--- config.mk ---
export PLATFORM = sky130hd
export DESIGN_NAME = ssse_ctrl
export DESIGN_NICKNAME = d
export VERILOG_FILES = /design/src/hdl/ssse_pkg.sv /design/src/hdl/ssse_ctrl.sv
export SDC_FILE = /design/constraint.sdc
export NUM_CORES = 1
export LEC_CHECK = 0
export ABC_AREA = 1
export ABC_CLOCK_PERIOD_IN_PS = 1320
export CAP_MARGIN = 20
export CELL_PAD_IN_SITES_DETAIL_PLACEMENT = 0
export CELL_PAD_IN_SITES_GLOBAL_PLACEMENT = 2
export CORE_AREA = 2 2 39 41
export CTS_CLUSTER_DIAMETER = 40
export DETAILED_ROUTE_END_ITERATION = 8
export DIE_AREA = 0 0 41 43
export DONT_BUFFER_PORTS = 1
export MAX_ROUTING_LAYER = met4
export PLACE_DENSITY = 0.6
export SYNTH_ARGS = -nofsm -noshare
export SYNTH_HDL_FRONTEND = slang
export SYNTH_SLANG_ARGS = --single-unit
export TNS_END_PERCENT = 10
--- constraint.sdc ---
create_clock -name clk -period 1.32 [get_ports clk]
set_input_delay 0.264 -clock clk [delete_from_list [all_inputs] [get_ports clk]]
set_output_delay 0.264 -clock clk [all_outputs]
set_load 0.02 [all_outputs]
--- src/hdl/ssse_pkg.sv ---
// Package for the segmented space symbol encoder.
// Holds shared constants, codes, types and small helpers; no dependencies.
package ssse_pkg;

  localparam int MAX_DIMS    = 3;
  localparam int MAX_CHUNKS  = 64;
  localparam int MAX_LEVELS  = 16;
  localparam int ADDR_W      = 12;
  localparam int OFS_W       = 6;   // entries per chunk is 64
  localparam int IN_TDATA_W  = 88;
  localparam int OUT_TDATA_W = 48;

  localparam logic [1:0] KIND_LEVEL = 2'd0;
  localparam logic [1:0] KIND_RES   = 2'd1;
  localparam logic [1:0] KIND_OOS   = 2'd2;

  localparam logic ACT_LOAD   = 1'b0;
  localparam logic ACT_ENCODE = 1'b1;

  localparam logic [2:0] REG_DIMS    = 3'd0;
  localparam logic [2:0] REG_STEPS   = 3'd1;
  localparam logic [2:0] REG_OUTER   = 3'd2;
  localparam logic [2:0] REG_CX      = 3'd3;
  localparam logic [2:0] REG_CY      = 3'd4;
  localparam logic [2:0] REG_CZ      = 3'd5;
  localparam logic [2:0] REG_CHUNKS  = 3'd6;

  typedef logic signed [19:0] wide_t;

  typedef struct packed {
    logic [1:0]         dims;
    logic [2:0]         steps;
    logic [15:0]        outer;
    logic signed [15:0] cx;
    logic signed [15:0] cy;
    logic signed [15:0] cz;
    logic [6:0]         chunks;
  } cfg_t;

  typedef struct packed {
    logic load;
    logic init;
    logic div;
    logic bin;
    logic emit_lvl;
    logic emit_res;
    logic emit_oos;
  } cmd_t;

  typedef struct packed {
    logic in_space;
    logic walk_more;
    logic next_walk;
    logic res_more;
    logic res_last;
    logic out_free;
  } sts_t;

  // steps clamped to 2..4
  function automatic logic [2:0] clamp_steps(input logic [2:0] s);
    logic [2:0] r;
    r = s;
    if (s < 3'd2) r = 3'd2;
    else if (s > 3'd4) r = 3'd4;
    return r;
  endfunction

  // steps^dims - 1, offset of a chunk's last entry
  function automatic logic [OFS_W-1:0] last_ofs(input logic [2:0] st, input logic [1:0] d);
    logic [6:0] p;
    p = 7'd1;
    for (int k = 0; k < MAX_DIMS; k++) begin
      if (k < int'(d)) p = 7'(p * st);
    end
    return OFS_W'(p - 7'd1);
  endfunction

endpackage

--- src/hdl/ssse_ctrl.sv ---
// Sequencer for the segmented space symbol encoder.
// Depends on ssse_pkg; drives the datapath by command struct.
module ssse_ctrl (
  input  logic           clk,
  input  logic           rst_n,
  input  logic           in_tvalid,
  input  logic           in_tuser,
  output logic           in_tready,
  input  ssse_pkg::sts_t sts,
  output ssse_pkg::cmd_t cmd
);
  import ssse_pkg::*;

  localparam logic [2:0] S_IDLE = 3'd0;
  localparam logic [2:0] S_CHK  = 3'd1;
  localparam logic [2:0] S_DIV  = 3'd2;
  localparam logic [2:0] S_BIN  = 3'd3;
  localparam logic [2:0] S_EMIT = 3'd4;
  localparam logic [2:0] S_RES  = 3'd5;

  logic [2:0] state_r, state_nxt;
  logic       acc;

  assign in_tready = (state_r == S_IDLE);
  assign acc       = in_tvalid && in_tready;

  always_comb begin
    state_nxt = state_r;
    cmd       = '0;
    unique case (state_r)
      S_IDLE: begin
        if (acc) begin
          if (in_tuser == ACT_ENCODE) begin
            cmd.init  = 1'b1;
            state_nxt = S_CHK;
          end else begin
            cmd.load = 1'b1;
          end
        end
      end
      S_CHK: begin
        if (!sts.in_space) begin
          if (sts.out_free) begin
            cmd.emit_oos = 1'b1;
            state_nxt    = S_IDLE;
          end
        end else if (sts.walk_more) begin
          state_nxt = S_DIV;
        end else if (sts.res_more) begin
          state_nxt = S_RES;
        end else begin
          state_nxt = S_IDLE;
        end
      end
      S_DIV: begin
        cmd.div   = 1'b1;
        state_nxt = S_BIN;
      end
      S_BIN: begin
        cmd.bin   = 1'b1;
        state_nxt = S_EMIT;
      end
      S_EMIT: begin
        if (sts.out_free) begin
          cmd.emit_lvl = 1'b1;
          if (sts.next_walk)     state_nxt = S_DIV;
          else if (sts.res_more) state_nxt = S_RES;
          else                   state_nxt = S_IDLE;
        end
      end
      S_RES: begin
        if (sts.out_free) begin
          cmd.emit_res = 1'b1;
          if (sts.res_last) state_nxt = S_IDLE;
        end
      end
      default: state_nxt = S_IDLE;
    endcase
  end

  always_ff @(posedge clk) begin
    if (!rst_n) state_r <= S_IDLE;
    else        state_r <= state_nxt;
  end

endmodule

* Yosys cells after proc, flatten, opt, wreduce, memory -nomap -nowiden *
Cells that the tools add are included.

word-level totals
  flip-flop bits (word level) = 3
  input bits = 10

cells by class
  eq/ne operators = 11
  multiplexer cells = 22
  reduce and logical (&&, ||, !) cells = 3

operators with widths
  operator              number
  $mux W3               10
  $pmux W3 S6           1
  $mux W1               9
  $ne A2 B2 Y1 const B  4
  $eq A3 B2 Y1 const B  2
  $eq A3 B3 Y1 const B  2
  $reduce_and A6 Y1     1
  $mux W2               2
  $eq A3 B1 Y1 const B  1
  $logic_not A3 Y1      1
  $ne A3 B3 Y1 const B  1
  $ne A2 B1 Y1 const B  1
  $logic_and A1 B1 Y1   1

* Logic depth before layout (Yosys ltp) *
  depth in word-level cells = 4
  mapped depth = 7
  mapped depth without buffers = 7

* Least setup slack after synthesis *
Ideal clock, no wire load.

  kind = register to output
  start = reg state_r[2]
  end = out cmd[2] in the netlist's numbering
  data arrival time = 1187 ps
  setup slack = -131 ps
  stages on the path, launching flop included = 3
  buffers on the path = 0
  path through = dfxtp_1 -> inv_4 -> nor4_1

RTL lines
  what                    line             RTL
  start, declared         ssse_ctrl.sv:21  logic [2:0] state_r, state_nxt;
  start signal, assigned  ssse_ctrl.sv:83  else state_r <= state_nxt;
  end, declared           ssse_ctrl.sv:10  output ssse_pkg::cmd_t cmd

==> impl_metrics.csv <==
group,metric,value,unit
outcome,status,"complete, but fails checks",
outcome,violations,"setup timing",
clocking,clock_tree.root_cell,"clkbuf_4",
power,power_density,879,nW/um^2
yosys,avgSynthCellArea,5.69,um^2
yosys,syn_area,302,um^2
yosys,synth.yosys.seq_area_share,19.9,%
die,die_h,43,um
final_layout,top_regs,"state_r: 3 flops",
clocking,clkSinkCount,3,
sta,slew_headroom,86.1,%
global_routing,grt_pass1_vias,351,
final_layout,area_growth,67.6,%
critical_path,crit_path_end_kind,"primary output",
sta,finalCritPeriodShare,101,%
critical_path,critical_path_class,"flop to primary output",
final_layout,num_antenna_cells,0,
routing,first_pass_iters,2,
die,core-area,1380,um^2
routing,routed_wl,890,um
final_layout,regMostFlops,"state_r",
die,die_w,41,um
final_layout,final_cells,86,
final_layout,stdcell_area,505,um^2
final_layout,largest_reg_flops,3,
final_layout,drive_above_1_share,55.7,%
clocking,ctsHoldBuffers,0,
yosys,synth_cell_types,14,
power,netSwitchingPower,0.000160,W
final_layout,layout_commonest_cell,"buf_4",
placed_design,place_area,388,um^2
clocking,cts_buffers,3,
die,fp.dieArea,1760,um^2
sta,drv_slew,0,
placed_design,numPortBuffers,0,
clocking,h-tree-depth,1,
power,p_comb_share,40.1,%
power,swShare,36.1,%
sta,setup_ws,-0.0146,ns
critical_path,cp-start-kind,"flop",
final_layout,final_nets,81,
yosys,yosysWarnings,0,
sta,tightest_slew,0.207,ns
global_routing,grt_max_degree,8,
clocking,clk_pin_slew,0.04,ns
sta,finalCriticalPeriod,1.33,ns
power,power.internal,0.000284,W
routing,routedWlPerCell,10.3,um
routing,first_iter_violations,5,
global_routing,grt_pass1_wl,1.37,mm
die,start_util,21.8,%
global_routing,antenna_found_initial,0,
routing,via_count,393,
sta,clock_skew,0.00161,ns
yosys,synthCells,53,
sta,finalSetupViolations,2,
clocking,cts_tree,"done",
routing,via_per_inst,4.57,
sta,rsz0062_at_grt,"true",
placed_design,hpwlAfterDp,668,um
placed_design,gp_congestion,0.687,
run,cap_violations,0,
sta,hold_viol,0,
placed_design,dp.cells,77,
yosys,synth_nets,63,
routing,drc_errors,0,
power,total_power,0.000444,W
power,ir_worst_vdd,0.631,mV
global_routing,grt.total_usage,11.6,%
sta,fmax,749,MHz
yosys,synth-seq-cells,3,
sta,fin_setup_tns,-0.0218,ns
clocking,clkLatencyLatePin,0.23,ns
power,p_seq_share,24.4,%
power,clockPowerShare,35.5,%
die,io_pins,18,
routing,ant_nets,0,
hold_path,hold_path.class,"input port to flop",
die,row_count,14,
critical_path,critical_path_arrival,1.07,ns
critical_path,critPathRequiredTime,1.06,ns
clocking,cts_buffer_depth,2,
global_routing,grt_overflow,0,
critical_path,crit_fanout,4,
final_layout,final_cell_mix,"buf_4, nand2_1, nand3_1",
power,power_leakage,0.249,nW
-- what timing repair did --
| item | CTS | global route |
|---|---|---|
| hold endpoints to repair | 0 | 0 |
| resized for setup | 13 | 5 |
| setup buffers | 4 | 1 |
| pin swaps | 2 | 1 |
| endpoints found under the setup margin | 8 | 7 |
| gates cloned | 0 | 0 |
-- worst paths after layout --
kind / from / end / slack, ns / cells after the start
setup / recovery: state_r[1] / cmd[6] / -0.01 / 6
hold / removal: rst_n / state_r[0] / 0.19 / 2
setup reg to reg: state_r[2] / state_r[2] / 0.09 / 9
hold reg to reg: state_r[0] / state_r[0] / 0.52 / 2
-- cells in the mapped netlist --
| library cell | number | share of area [%] |
|---|---|---|
| nand2_1 | 10 | 12 |
| inv_1 | 9 | 11 |
| nand3_1 | 8 | 13 |
| nor2_1 | 6 | 7.5 |
| nand2_2 | 4 | 8.3 |
| dfxtp_1 | 3 | 20 |
| nor2_2 | 3 | 6.2 |
| a21oi_1 | 2 | 3.3 |
| nand3_2 | 2 | 6.6 |
| nor4_1 | 2 | 4.1 |
| inv_2 | 1 | 1.2 |
| inv_4 | 1 | 2.1 |
| nand4_1 | 1 | 2.1 |
| nor3_1 | 1 | 1.7 |
-- power by group through the flow --
stage          clock network (W)  logic [W]  registers (W)
2_1_floorplan                  0  0.0000995       0.000110
3_3_place_gp                   0   0.000155       0.000109
3_5_place_dp                   0   0.000152       0.000109
4_1_cts                 0.000164   0.000166       0.000108
5_1_grt                 0.000169   0.000198       0.000110
6_report                0.000158   0.000178       0.000108
-- logic make-up (layout without fill, tap and decap cells) --
family | count (synthesis) | in the layout | share of synthesized area [%]
DFF | 3 | 3 | 19.9
AOI/OAI and AO/OA | 2 | 2 | 3.32
buffers and inverters | 11 | 28 | 14.5
and+or+nand+nor | 37 | 37 | 62.2
-- routing by layer --
metal | track usage [%] | wire length (um) | vias to the layer above
met5 | - | 0 | -
met4 | 2.00 | 0 | 0
met3 | 4.71 | 45 | 0
met2 | 18.1 | 489 | 9
met1 | 13.8 | 355 | 181
li1 | - | - | 203
-- critical path: stages (launching register included) --
cell     delay [ns]
dfxtp_4        0.36
nor2_4         0.11
nand2_2        0.06
inv_2          0.06
nand2_2        0.04
nor2_1         0.08
buf_4          0.14
-- stage by stage --
step	util (%)	hold WS, ns	worst slack (ns)
CTS	34.4	0.192	-0.0203
global placement	28.0	0.442	0.0619
floorplan	-	0.414	-0.104
global route	36.5	0.195	-0.105
finish	36.5	0.189	-0.0146
detailed placement	28.0	0.438	0.0897
-- final cells by class --
cell class | instances | area (um^2)
Fill cell | 158 | 878
Sequential cell | 3 | 71.3
Multi-Input combinational cell | 39 | 244
Tap cell | 16 | 20.0
Inverter | 11 | 46.3
Clock buffer | 4 | 26.3
Timing Repair Buffer | 13 | 97.6
Note: power is estimated with default switching activity, not from simulation.
