## src/hdl/ssse_pkg.sv

```systemverilog
// Package for the segmented space symbol encoder.
// Holds shared constants, codes, types and small helpers; no dependencies.
package ssse_pkg;

  localparam int MAX_DIMS    = 3;
  localparam int MAX_CHUNKS  = 64;
  localparam int MAX_LEVELS  = 16;
  localparam int ADDR_W      = 12;
  localparam int OFS_W       = 6;   // entries per chunk is 64
  localparam int IN_TDATA_W  = 88;
  localparam int OUT_TDATA_W = 48;

  localparam logic [1:0] KIND_LEVEL = 2'd0;
  localparam logic [1:0] KIND_RES   = 2'd1;
  localparam logic [1:0] KIND_OOS   = 2'd2;

  localparam logic ACT_LOAD   = 1'b0;
  localparam logic ACT_ENCODE = 1'b1;

  localparam logic [2:0] REG_DIMS    = 3'd0;
  localparam logic [2:0] REG_STEPS   = 3'd1;
  localparam logic [2:0] REG_OUTER   = 3'd2;
  localparam logic [2:0] REG_CX      = 3'd3;
  localparam logic [2:0] REG_CY      = 3'd4;
  localparam logic [2:0] REG_CZ      = 3'd5;
  localparam logic [2:0] REG_CHUNKS  = 3'd6;

  typedef logic signed [19:0] wide_t;

  typedef struct packed {
    logic [1:0]         dims;
    logic [2:0]         steps;
    logic [15:0]        outer;
    logic signed [15:0] cx;
    logic signed [15:0] cy;
    logic signed [15:0] cz;
    logic [6:0]         chunks;
  } cfg_t;

  typedef struct packed {
    logic load;
    logic init;
    logic div;
    logic bin;
    logic emit_lvl;
    logic emit_res;
    logic emit_oos;
  } cmd_t;

  typedef struct packed {
    logic in_space;
    logic walk_more;
    logic next_walk;
    logic res_more;
    logic res_last;
    logic out_free;
  } sts_t;

  // steps clamped to 2..4
  function automatic logic [2:0] clamp_steps(input logic [2:0] s);
    logic [2:0] r;
    r = s;
    if (s < 3'd2) r = 3'd2;
    else if (s > 3'd4) r = 3'd4;
    return r;
  endfunction

  // steps^dims - 1, offset of a chunk's last entry
  function automatic logic [OFS_W-1:0] last_ofs(input logic [2:0] st, input logic [1:0] d);
    logic [6:0] p;
    p = 7'd1;
    for (int k = 0; k < MAX_DIMS; k++) begin
      if (k < int'(d)) p = 7'(p * st);
    end
    return OFS_W'(p - 7'd1);
  endfunction

endpackage

```

## src/hdl/ssse_cfg.sv

```systemverilog
// Register file for the segmented space symbol encoder (APB-style port).
// Depends on ssse_pkg.
module ssse_cfg (
  input  logic                clk,
  input  logic                rst_n,
  input  logic                cfg_psel,
  input  logic                cfg_penable,
  input  logic                cfg_pwrite,
  input  logic [4:0]          cfg_paddr,
  input  logic [31:0]         cfg_pwdata,
  output logic [31:0]         cfg_prdata,
  output logic                cfg_pready,
  output ssse_pkg::cfg_t      cfg
);
  import ssse_pkg::*;

  cfg_t       cfg_r;
  logic       wr;
  logic [2:0] idx;

  assign wr         = cfg_psel && cfg_penable && cfg_pwrite;
  assign idx        = cfg_paddr[4:2];
  assign cfg_pready = 1'b1;
  assign cfg        = cfg_r;

  always_ff @(posedge clk) begin
    if (!rst_n) begin
      cfg_r.dims   <= 2'd3;
      cfg_r.steps  <= 3'd2;
      cfg_r.outer  <= 16'd256;
      cfg_r.cx     <= '0;
      cfg_r.cy     <= '0;
      cfg_r.cz     <= '0;
      cfg_r.chunks <= 7'd1;
    end else if (wr) begin
      unique case (idx)
        REG_DIMS:   cfg_r.dims   <= cfg_pwdata[1:0];
        REG_STEPS:  cfg_r.steps  <= cfg_pwdata[2:0];
        REG_OUTER:  cfg_r.outer  <= cfg_pwdata[15:0];
        REG_CX:     cfg_r.cx     <= cfg_pwdata[15:0];
        REG_CY:     cfg_r.cy     <= cfg_pwdata[15:0];
        REG_CZ:     cfg_r.cz     <= cfg_pwdata[15:0];
        REG_CHUNKS: cfg_r.chunks <= cfg_pwdata[6:0];
        default: ;
      endcase
    end
  end

  always_comb begin
    unique case (idx)
      REG_DIMS:   cfg_prdata = {30'd0, cfg_r.dims};
      REG_STEPS:  cfg_prdata = {29'd0, cfg_r.steps};
      REG_OUTER:  cfg_prdata = {16'd0, cfg_r.outer};
      REG_CX:     cfg_prdata = {16'd0, cfg_r.cx};
      REG_CY:     cfg_prdata = {16'd0, cfg_r.cy};
      REG_CZ:     cfg_prdata = {16'd0, cfg_r.cz};
      REG_CHUNKS: cfg_prdata = {25'd0, cfg_r.chunks};
      default:    cfg_prdata = 32'd0;
    endcase
  end

endmodule

```

## config.mk

```make
export PLATFORM = sky130hd
export DESIGN_NAME = ssse_cfg
export DESIGN_NICKNAME = d
export VERILOG_FILES = /design/src/hdl/ssse_pkg.sv /design/src/hdl/ssse_cfg.sv
export SDC_FILE = /design/constraint.sdc
export NUM_CORES = 1
export LEC_CHECK = 0
export ABC_AREA = 1
export BUFFER_PORTS_ARGS = -buffer_cell sky130_fd_sc_hd__buf_4
export CORE_ASPECT_RATIO = 1.1
export CORE_MARGIN = 3
export CORE_UTILIZATION = 53
export DETAILED_ROUTE_END_ITERATION = 7
export PLACE_DENSITY = 0.95
export RECOVER_POWER = 100
export SYNTH_ARGS = -nofsm -noshare
export SYNTH_HDL_FRONTEND = slang
export SYNTH_SLANG_ARGS = --single-unit
```

## constraint.sdc

```tcl
create_clock -name clk -period 1.4 [get_ports clk]
set_input_delay 0 -clock clk [delete_from_list [all_inputs] [get_ports clk]]
set_output_delay 0 -clock clk [all_outputs]
set_load 0.005 [all_outputs]
```

Word-level counts from Yosys, hierarchy flattened
Cells that the tools add are included.
{"block": "word_totals", "wordCells": 24, "n_memories": 0, "rom_bits": 0, "latchBits": 0, "output_inout_bits": 109, "register_bits": 76, "inputBits": 42, "ram_bits": 0}
{"block": "classes", "bitwise": 0, "n_addsub": 0, "n_mux": 1, "n_div": 0, "n_lt_le_gt_ge": 0, "n_shift": 0, "reduce_logical": 10, "n_eq_ne": 6, "mul": 0}
{"operator": "16-bit one-hot mux with 7 select lines", "count": 1}
{"operator": "2-bit AND reduction", "count": 7}
{"operator": "3-bit == test, second input constant", "count": 3}
{"operator": "3-bit by 2-bit == test with 1-bit output, second input constant", "count": 2}
{"operator": "3-bit by 1-bit == test with 1-bit output, second input constant", "count": 1}
{"operator": "3-bit logical NOT", "count": 1}
{"operator": "1-bit logical AND", "count": 2}

Depth between registers and ports, before layout
{"block": "depth", "depth_word": 3, "mapped_depth": 9, "depth_no_buf": 7}

Worst setup path after synthesis
No wires, ideal clock.
{"block": "synth_path", "kind": "input to register", "start": "input cfg_paddr[3]", "end": "register cfg_r (netlist bit cfg[27])", "stages": 9, "setup_slack_ps": 541, "arrival_time_ps": 746, "setup_time_ps": 113, "n_path_buf": 3, "required_time_ps": 1287, "cell_sequence": "buf_6 -> inv_2 -> buf_6 -> nand2_4 -> nor2_8 -> buf_6 -> nand3_1 -> nand2_1 -> nor2_1"}
{"block": "synth_between", "elab_chain_cells": 2}
{"element": "start, declared", "line": "ssse_cfg.sv:9", "rtl": "input logic [4:0] cfg_paddr,"}
{"element": "3-bit == test", "line": "ssse_cfg.sv:36", "rtl": "unique case (idx)"}
{"element": "2-bit AND reduction (no source line)"}
{"element": "end, declared", "line": "ssse_cfg.sv:17", "rtl": "cfg_t cfg_r;"}
Every way passes these cells.
A chain may end at the register's enable or synchronous reset.

Worst setup path after layout
{"block": "layout_path", "start": "input cfg_paddr[4]", "end": "register cfg_r (netlist bit cfg[50])"}
{"block": "layout_between", "elab_chain_cells": 2}
{"element": "3-bit by 2-bit == test with 1-bit output", "line": "ssse_cfg.sv:36"}
{"element": "2-bit AND reduction (no source line)"}
Every way passes these cells.

==> run summary <==
The core outline area is 0.007127 mm². Among all cell types in the netlist, the one instantiated most often is nand2_1. Wires add up to 11.96 mm. The source-to-sink clock delay at the later pin of the worst-skew pair came out at 0.34 ns.

TritonCTS built the clock tree. The average wire per cell in the routed design is 14.89 µm. The peak ir drop on the vdd network is 0.5519 mV. The final cell area excluding filler cells is 0.004931 mm². The placed cell count came out at 780.

The diode insertion count for antenna repair is 0. The worst hold path depth is 5. The flip-flop count of the largest register after layout is 76. The height of the chip is 96.46 µm. The required time reported for the critical path endpoint came out at 1.64 ns. The number of buffers created by CTS came out at 9.

Along the worst path, the maximum fanout reaches 32. The count of mapped cells out of synthesis came out at 600. The cell taking the most area after synthesis is dfxtp_1. The synthesis-to-finish area growth is 25.07%. The async set-or-reset flop fraction in the synthesized netlist came out at 0%. The number of max-slew violations in the final report came out at 0. The cell sitting at the root of the clock tree is a clkbuf_8. The worst setup path is captured at a flop. The number of iterations in the first detailed-routing pass came out at 5. Setup repair after global routing left no endpoint under its margin. The final-report setup violation count is 0.

The leakage power of the design came out at 2.317 nW. For the pin with the worst max-slew slack, the measured transition is 0.7407 ns. The worst reg-to-reg path cell count came out at 2. The number of global-route vias before repair is 4122.

The number of remaining DRC errors came out at 0. For this design the ratio of total power to cell area is 893.1 mW/mm². The data arrival time of the critical path is 1.49 ns. The final worst-path cycle share came out at 88.84%.

The fraction of post-synthesis cell area in the top cell type by area came out at 38.59%. Averaged over all synthesized cells, the footprint is 6.571 µm². The commonest cells after synthesis are 185 x nand2_1, 158 x nor2_1, 76 x dfxtp_1.

The initial standard-cell utilization of the core came out at 55.32%. The worst setup skew after layout is 0 ns. For this run the aggregate overflow at the end of global routing stands at 0. The detailed-route via count is 4353.

The highest achievable clock rate came out at 0.8040 GHz. The post-synthesis cell type count is 21. Synthesis inferred 76 register bits. The relative slew slack came out at 50.62%. The most common flop cell mapped by yosys is dfxtp_1. The total of buffers placed on input and output ports came out at 115. The number of antenna violations at the first check in global routing came out at 0. The number of hold-slack violations in the final timing report came to 0. The clock transition at the registers of the reported paths came out at 0.08 ns. The die width is 88.24 µm. The run finished with clean final reports. The clock passes through at most 2 buffers.

The die area came out at 0.008511 mm². The max-capacitance violation count came out at 0. The worst setup path is launched from a primary input. The sequential area share after synthesis is 38.59%.

The detailed-placement wirelength estimate is 8.308 mm. The number of warnings reported in the yosys synthesis log is 0. Row generation in the floorplan step produced 32 rows. The critical path in this run is classified as primary input to flop. Once layout is complete, the cells apart from fillers number 803. The time the final worst path needs with I/O delays and setup came out at 1.244 ns. The final antenna-violating net count came out at 0. The via density per instance is 5.421. The wire length of the first global-routing pass came out at 18.94 mm. The final RePlAce weighted congestion came out at 0.9030. The fraction of final layout cells with drive strength greater than 1 came out at 21.03%. Summed over all failing endpoints, the final setup total negative slack is 0 ns. In this run, the number of DRC markers left after iteration 0 of detailed routing was 285.

After synthesis, the cell types taking the most area are dfxtp_1 39%, nand2_1 18%, nor2_1 15%, nand3_1 6.3%, nand4_1 5.4%. The net count of the finished layout is 755. The total standard cell area after synthesis is 0.003943 mm². The path class of the tightest hold or removal check is primary input to flop. The pin count of the biggest net entering global routing is 44. The count of boundary I/O pins came out at 151. The post-place instance area is 0.004740 mm². The total number of clock tree sinks is 76.

The number of enable-type register cells in the synthesized netlist came out at 0. The overall routing resource usage came out at 28.41%. The H-tree generated during clock tree synthesis spans 3 levels.
[where the power goes]
part / internal [mW] / switching [mW] / total (mW) / leakage (nW)
Combinational: 0.186 / 0.314 / 0.500 / 1.61
Clock: 0.868 / 0.823 / 1.69 / 0.0983
Sequential: 2.19 / 0.0242 / 2.21 / 0.614
Total: 3.24 / 1.16 / 4.40 / 2.32
[kinds of logic after synthesis]
logic type             Yosys count  share of synthesized area, %
AO/OA/AOI/OAI                    3                        0.3807
buffers and inverters           80                         12.76
flip-flops                      76                         38.59
other                            2                        0.1905
AND/OR/NAND/NOR                439                         48.08
[layout make-up]
cell class,instances,area (µm²)
clock buffers,10,137.6
clock inverters,6,63.81
fillers,594,2196
inverters,25,98.84
multi-input cells,459,1962
flip-flops and latches,76,1521
well taps,85,106.4
repair buffers,142,1041
[placed cells by master (no fill, tap or decap), drive strengths merged]
cell type	instances
nand2	186
nor2	166
clkbuf	106
dfxtp	76
nand3	53
buf	39
nand4	34
inv	23
conb	17
dlygate4sd3	7
clkinv	5
o21ai	3
clkinvlp	2
bufinv	1
[timing repair]
action | in CTS | in global routing
endpoints found under the hold margin | 11 | 0
buffers inserted | 0 | 0
hold buffers | 7 | 0
setup endpoints to repair | 0 | 0
resized for setup | 0 | 0
[critical path: stages]
cell      delay, ns
buf_4          0.20
clkinv_4       0.15
nand3_4        0.07
nor2_1         0.09
clkbuf_2       0.60
nand2_1        0.17
nand2_1        0.13
nor2_1         0.06
[path summary, 6_finish.rpt]
check,start,slack [ns],end
min,cfg_pwdata[7],0.01,cfg[46]$_SDFFE_PN0P_
min reg2reg,cfg[32]$_SDFFE_PN0P_,0.50,cfg[32]$_SDFFE_PN0P_
max,cfg_paddr[4],0.16,cfg[50]$_SDFFE_PN0P_
max reg2reg,cfg[8]$_SDFFE_PN0P_,0.70,cfg[8]$_SDFFE_PN0P_
[per-stage QoR]
stage | total power [mW] | hold WS (ns) | setup WS, ns | util (%)
2_1_floorplan | 2.599 | 0.1261 | 0.5409 | -
5_1_grt | 4.548 | 0.03071 | 0.02464 | 69.19
3_3_place_gp | 2.733 | 0.2367 | 0.1937 | 66.50
3_5_place_dp | 2.748 | 0.2431 | 0.1544 | 66.50
4_1_cts | 4.416 | 0.005936 | 0.1787 | 70.31
6_report | 4.404 | 0.009929 | 0.1563 | 69.19
[layer usage]
layer	routed length (µm)	GRT usage, %	vias up
met1	4502	32.61	1998
met5	0	0	-
li1	-	-	2070
met3	890	4.665	53
met2	6037	49.44	232
met4	524	16.62	0
No activity file was read; power rests on OpenSTA's default activity.
